## config.mk

```make
export PLATFORM = sky130hd
export DESIGN_NAME = bbp_wmul
export DESIGN_NICKNAME = d
export VERILOG_FILES = /design/src/hw/rtl/bbp_wmul.sv
export SDC_FILE = /design/constraint.sdc
export NUM_CORES = 1
export LEC_CHECK = 0
export ABC_AREA = 1
export BUFFER_PORTS_ARGS = -buffer_cell sky130_fd_sc_hd__buf_2
export CAP_MARGIN = 20
export CORE_MARGIN = 2
export CORE_UTILIZATION = 40
export DETAILED_ROUTE_END_ITERATION = 10
export PLACE_DENSITY = 0.53
export SLEW_MARGIN = 20
export SYNTH_ARGS = -nofsm -noshare
export SYNTH_HDL_FRONTEND = slang
export SYNTH_SLANG_ARGS = --single-unit
```

## constraint.sdc

```tcl
create_clock -name vclk -period 7.7
set_clock_uncertainty 0.1 [all_clocks]
set_input_delay 0.77 -clock vclk [all_inputs]
set_output_delay 0.77 -clock vclk [all_outputs]
set_load 0.02 [all_outputs]
```

## src/hw/rtl/bbp_wmul.sv

```systemverilog
`timescale 1ns / 1ps
// ----------------------------------------------------------------------------
// bbp_wmul
// Shared weight multiplier with round-to-nearest back to the parameter format.
// ----------------------------------------------------------------------------
module bbp_wmul #(
  parameter int unsigned PARAM_FRAC_BITS = 16
) (
  input  logic [PARAM_FRAC_BITS+2:0] a_i,
  input  logic [PARAM_FRAC_BITS:0]   b_i,
  output logic [PARAM_FRAC_BITS:0]   p_o
);
  localparam int unsigned PW = 2 * PARAM_FRAC_BITS + 4;

  logic [PW-1:0] prod;
  logic [PW-1:0] rsum;

  assign prod = PW'(a_i) * PW'(b_i);
  assign rsum = prod + (PW'(1) << (PARAM_FRAC_BITS - 1));
  assign p_o  = rsum[2*PARAM_FRAC_BITS:PARAM_FRAC_BITS];
endmodule

```

==> flow_summary.json, run 1 <==
{
  "hold_path_class": "in -> out",
  "avgSynthCellArea_um2": 7.12,
  "crit_path_top_delay_cell": "fa_1",
  "synthTopCellsByArea": "fa_1 45%, inv_1 17%, nand2_1 16%",
  "yosysSeqAreaShare_pct": 0,
  "crit_arrival_ns": 6.07,
  "fin_util_pct": 42.1,
  "cts_hold_buf": 0,
  "gr-total-overflow": 0,
  "drt_iter0_markers": 383,
  "finalSetupViolations": 0,
  "syn_to_final_growth_pct": 4.30,
  "grt_pass1_vias": 9425,
  "drive_above_1_share_pct": 5.02,
  "slew-limit-headroom_pct": 68.2,
  "fin_nets": 1947,
  "worstPathCellList": "buf_2 > buf_4 > nand2_1 > fa_1 > fa_1 > fa_1 > inv_1 > fa_1 > fa_1 > inv_1 > fa_1 > inv_1 > ha_1 > nand2_1 > nor2_1 > inv_1 > nor3_2 > nand2_1 > nand3_1 > nand2_1 > nand2_1 > nand2_1 > nand2_1 > buf_2",
  "die_w_um": 171,
  "critPathRequiredTime_ns": 6.83,
  "viasPerCell": 4.60,
  "synth_cell_types": 34,
  "outcome": "finished clean",
  "dpl_cell_area_um2": 11600,
  "routed_wl_um": 28400,
  "worst_path_largest_cell_delay_ns": 0.54,
  "hpwlAfterDp_um": 25300,
  "port_buffers": 53,
  "hold_viol": 0,
  "antenna_found_initial": 0,
  "syn_area_um2": 11200,
  "grtUsageTotal_pct": 20.6,
  "core-area_um2": 27600,
  "worst_pin_slew_ns": 0.476,
  "critPathMostFrequentCell": "nand2_1",
  "vias": 8880,
  "critPathLaunchType": "input port",
  "rsz0062_at_grt": "no",
  "drc": 0,
  "ant_nets": 0,
  "syn_nets": 1960,
  "mostFrequentLayoutCell": "inv_1",
  "mostFrequentLayoutCells": "507 x inv_1, 471 x nand2_1, 252 x fa_1, 103 x ha_1, 53 x buf_2",
  "cts_resized": 0,
  "synth_top_area_cell": "fa_1",
  "crit_cells": 24,
  "start_util_pct": 40.4,
  "postLayoutCellArea_um2": 11600,
  "hold_path_depth": 8,
  "synth_top_area_share_pct": 45.2,
  "design.die.area_um2": 29300,
  "period_share_pct": 90.1,
  "firstDrtPassIters": 5,
  "criticalPathCategory": "in -> out",
  "syn-instance-count": 1569,
  "cp_top_family": "adder cells",
  "fin_crit_ns": 6.94,
  "n_antenna_cell": 0,
  "crit_buf_inv": 7,
  "post_cts_buffers": 0,
  "clock.fmax_ghz": 0.144,
  "wl_per_cell_um": 14.7,
  "slew_violations": 0,
  "fin_setup_tns_ns": 0,
  "flops_and_latches": 0,
  "die_h_um": 171,
  "clock_buffers": 0,
  "ys_warn_count": 0,
  "row_count": 61,
  "drv_cap": 0,
  "grt_max_degree": 21,
  "holdWs_ns": 2.38,
  "register_area_um2": 0,
  "gp_congestion": 0.909,
  "ioPinCount": 53,
  "endpoint_kind": "output pin",
  "grt_pass1_wl_um": 47700,
  "path_max_fanout": 11
}
==> stage by stage <==
step / worst slack (ns) / instances
6_report: 0.761 / 1932
3_3_place_gp: 0.671 / 1932
5_1_grt: 0.418 / 1932
4_1_cts: 0.697 / 1932
3_5_place_dp: 0.709 / 1932
2_1_floorplan: 1.11 / 1569
==> synth_stat cells (2+ instances only) <==
master	count
inv_1	507
nand2_1	471
fa_1	252
ha_1	103
clkbuf_1	60
nor2_1	41
a21oi_1	30
nand3_1	23
o21ai_1	15
nand4_1	7
inv_2	6
nand2_2	6
buf_1	5
buf_2	5
nor3_1	5
o21ai_0	5
xor2_1	5
a21oi_2	3
xnor2_1	3
nor3_2	2
o21bai_1	2
==> worst paths after layout <==
| path | from | to | slack, ns |
|---|---|---|---|
| max | b_i[2] | p_o[14] | 0.76 |
| min | a_i[18] | p_o[16] | 2.38 |
==> layer usage <==
layer | vias up | share of wire (%) | track usage, %
met4 | 0 | 1.2 | 2.39
met3 | 19 | 2.3 | 0.440
li1 | 4315 | - | -
met5 | - | 0 | 0
met1 | 4419 | 44 | 27.6
met2 | 127 | 53 | 38.3
==> cell families after synthesis <==
family / synth area share (%)
AOI/OAI and AO/OA: 3.03
xor gates and xnor gates: 0.628
adders and majority gates: 56.7
buffers and inverters: 19.9
and+or+nand+nor: 19.8
==> final cells by class <==
class | instances | area, um2
Inverter | 514 | 1930
Fill cell | 2980 | 16000
Timing Repair Buffer | 57 | 295
Tap cell | 378 | 473
Multi-Input combinational cell | 983 | 8950
Power of run 1 is not shown: default switching activity piles up to over one toggle a cycle in this logic, so the estimate is an artifact.
==> run 2: changes to the inputs <==
--- a/config.mk
+++ b/config.mk
@@ -11,7 +11,8 @@
 export CORE_MARGIN = 2
 export CORE_UTILIZATION = 40
 export DETAILED_ROUTE_END_ITERATION = 10
-export PLACE_DENSITY = 0.53
+export PLACE_DENSITY_LB_ADDON = 0.3
+export REMOVE_ABC_BUFFERS = 1
 export SLEW_MARGIN = 20
 export SYNTH_ARGS = -nofsm -noshare
 export SYNTH_HDL_FRONTEND = slang
==> run 2 against run 1 <==
  * Count of clock-buffer cells in the layout unchanged
  * Design area shrank 0.19%
  * Global-route usage fell by 0.21 points
  * Final cell count fell by 0.16%
  * Fmax decreased by 0.57%
  * Routed wire length shrank 2.8%
  * Worst hold slack gained 0.058 ns
  * Utilization decreased by 0.082 points
  * Critical path depth down 3
  * Highest routed layer is now met5
==> flow_summary.json, run 2 (synthesis results as in run 1) <==
{
  "outcome": "finished clean",
  "clock.fmax_ghz": 0.143,
  "critPathRequiredTime_ns": 6.83,
  "post_cts_buffers": 0,
  "start_util_pct": 40.4,
  "grt_pass1_wl_um": 47600,
  "crit_cells": 21,
  "grtUsageTotal_pct": 20.4,
  "use_met1_pct": 27.4,
  "slew-limit-headroom_pct": 62.8,
  "fin_crit_ns": 6.98,
  "drv_cap": 0,
  "gr-total-overflow": 0,
  "fin_setup_tns_ns": 0,
  "mostFrequentLayoutCells": "507 x inv_1, 471 x nand2_1, 252 x fa_1, 103 x ha_1, 53 x buf_2",
  "gp_congestion": 1.00,
  "hpwlAfterDp_um": 23400,
  "fin_nets": 1944,
  "ant_nets": 0,
  "worst_pin_slew_ns": 0.558,
  "flops_and_latches": 0,
  "worstPathCellList": "buf_2 > nand2_1 > fa_1 > inv_1 > fa_1 > fa_1 > fa_1 > fa_1 > inv_1 > fa_1 > inv_1 > ha_1 > nand2_1 > nor2_1 > inv_1 > nor2_1 > nand3_1 > nand3_1 > nand2_1 > nand2_1 > buf_2",
  "wl_per_cell_um": 14.3,
  "grt_pass1_vias": 9624,
  "crit_arrival_ns": 6.11,
  "die_w_um": 171,
  "crit_end": "p_o[7]",
  "register_area_um2": 0,
  "n_antenna_cell": 0,
  "die_h_um": 171,
  "slew_violations": 0,
  "path_max_fanout": 19,
  "design.die.area_um2": 29300,
  "crit_buf_inv": 6,
  "syn_to_final_growth_pct": 4.10,
  "endpoint_kind": "output pin",
  "clock_buffers": 0,
  "grtUsageMet3_pct": 0.925,
  "crit_path_top_delay_cell": "fa_1",
  "grt_max_degree": 21,
  "cts_hold_buf": 0,
  "cts_resized": 0,
  "timing.critical_path.from": "b_i[8]",
  "mostFrequentLayoutCell": "inv_1",
  "vias": 9000,
  "cp_top_family": "adder cells",
  "worst_path_largest_cell_delay_ns": 0.57,
  "firstDrtPassIters": 5,
  "row_count": 61,
  "port_buffers": 53,
  "finalSetupViolations": 0,
  "drc": 0,
  "drt_iter0_markers": 375,
  "critPathLaunchType": "input port",
  "criticalPathCategory": "in -> out",
  "core-area_um2": 27600,
  "hold_path_class": "in -> out",
  "met2_usage_pct": 36.9,
  "viasPerCell": 4.67,
  "drive_above_1_share_pct": 4.84,
  "critPathMostFrequentCell": "fa_1",
  "rsz0062_at_grt": "no",
  "routed_wl_um": 27600,
  "ioPinCount": 53,
  "hold_viol": 0,
  "antenna_found_initial": 1,
  "busiest_layer": "met2",
  "period_share_pct": 90.6
}
-- run 2: worst min path at each step --
stage | start | to | cells after the start
2_1_floorplan | b_i[2] | p_o[6] | 6
3_3_place_gp | b_i[2] | p_o[6] | 8
3_5_place_dp | a_i[18] | p_o[16] | 8
4_1_cts | b_i[2] | p_o[6] | 8
5_1_grt | b_i[2] | p_o[6] | 8
6_report | b_i[2] | p_o[6] | 8
-- run 2: metal layers --
| layer | vias up | part of all wire [%] |
|---|---|---|
| li1 | 4309 | - |
| met5 | - | 0.047 |
| met2 | 201 | 50 |
| met4 | 2 | 2.2 |
| met3 | 39 | 4.3 |
| met1 | 4449 | 44 |
-- run 2: area by class of cell --
cell class	count	area, um2
fill	2902	16000
inverter	514	1930
multi-input combinational	983	8950
tap	378	473
timing repair buffer	54	273
-- run 2: through the flow --
stage / std cells / setup WS, ns / area, um2 / utilization [%] / hold WS (ns)
finish: 1929 / 0.722 / 11600 / 42.1 / 2.44
CTS: 1929 / 0.722 / 11600 / 42.1 / 2.44
floorplan: 1497 / 1.65 / 10900 / - / 1.87
global route: 1929 / 0.382 / 11600 / 42.1 / 2.46
detailed placement: 1929 / 0.731 / 11600 / 42.1 / 2.43
global placement: 1929 / 0.724 / 11600 / 42.1 / 2.43
Power of run 2 is left out for the same reason.
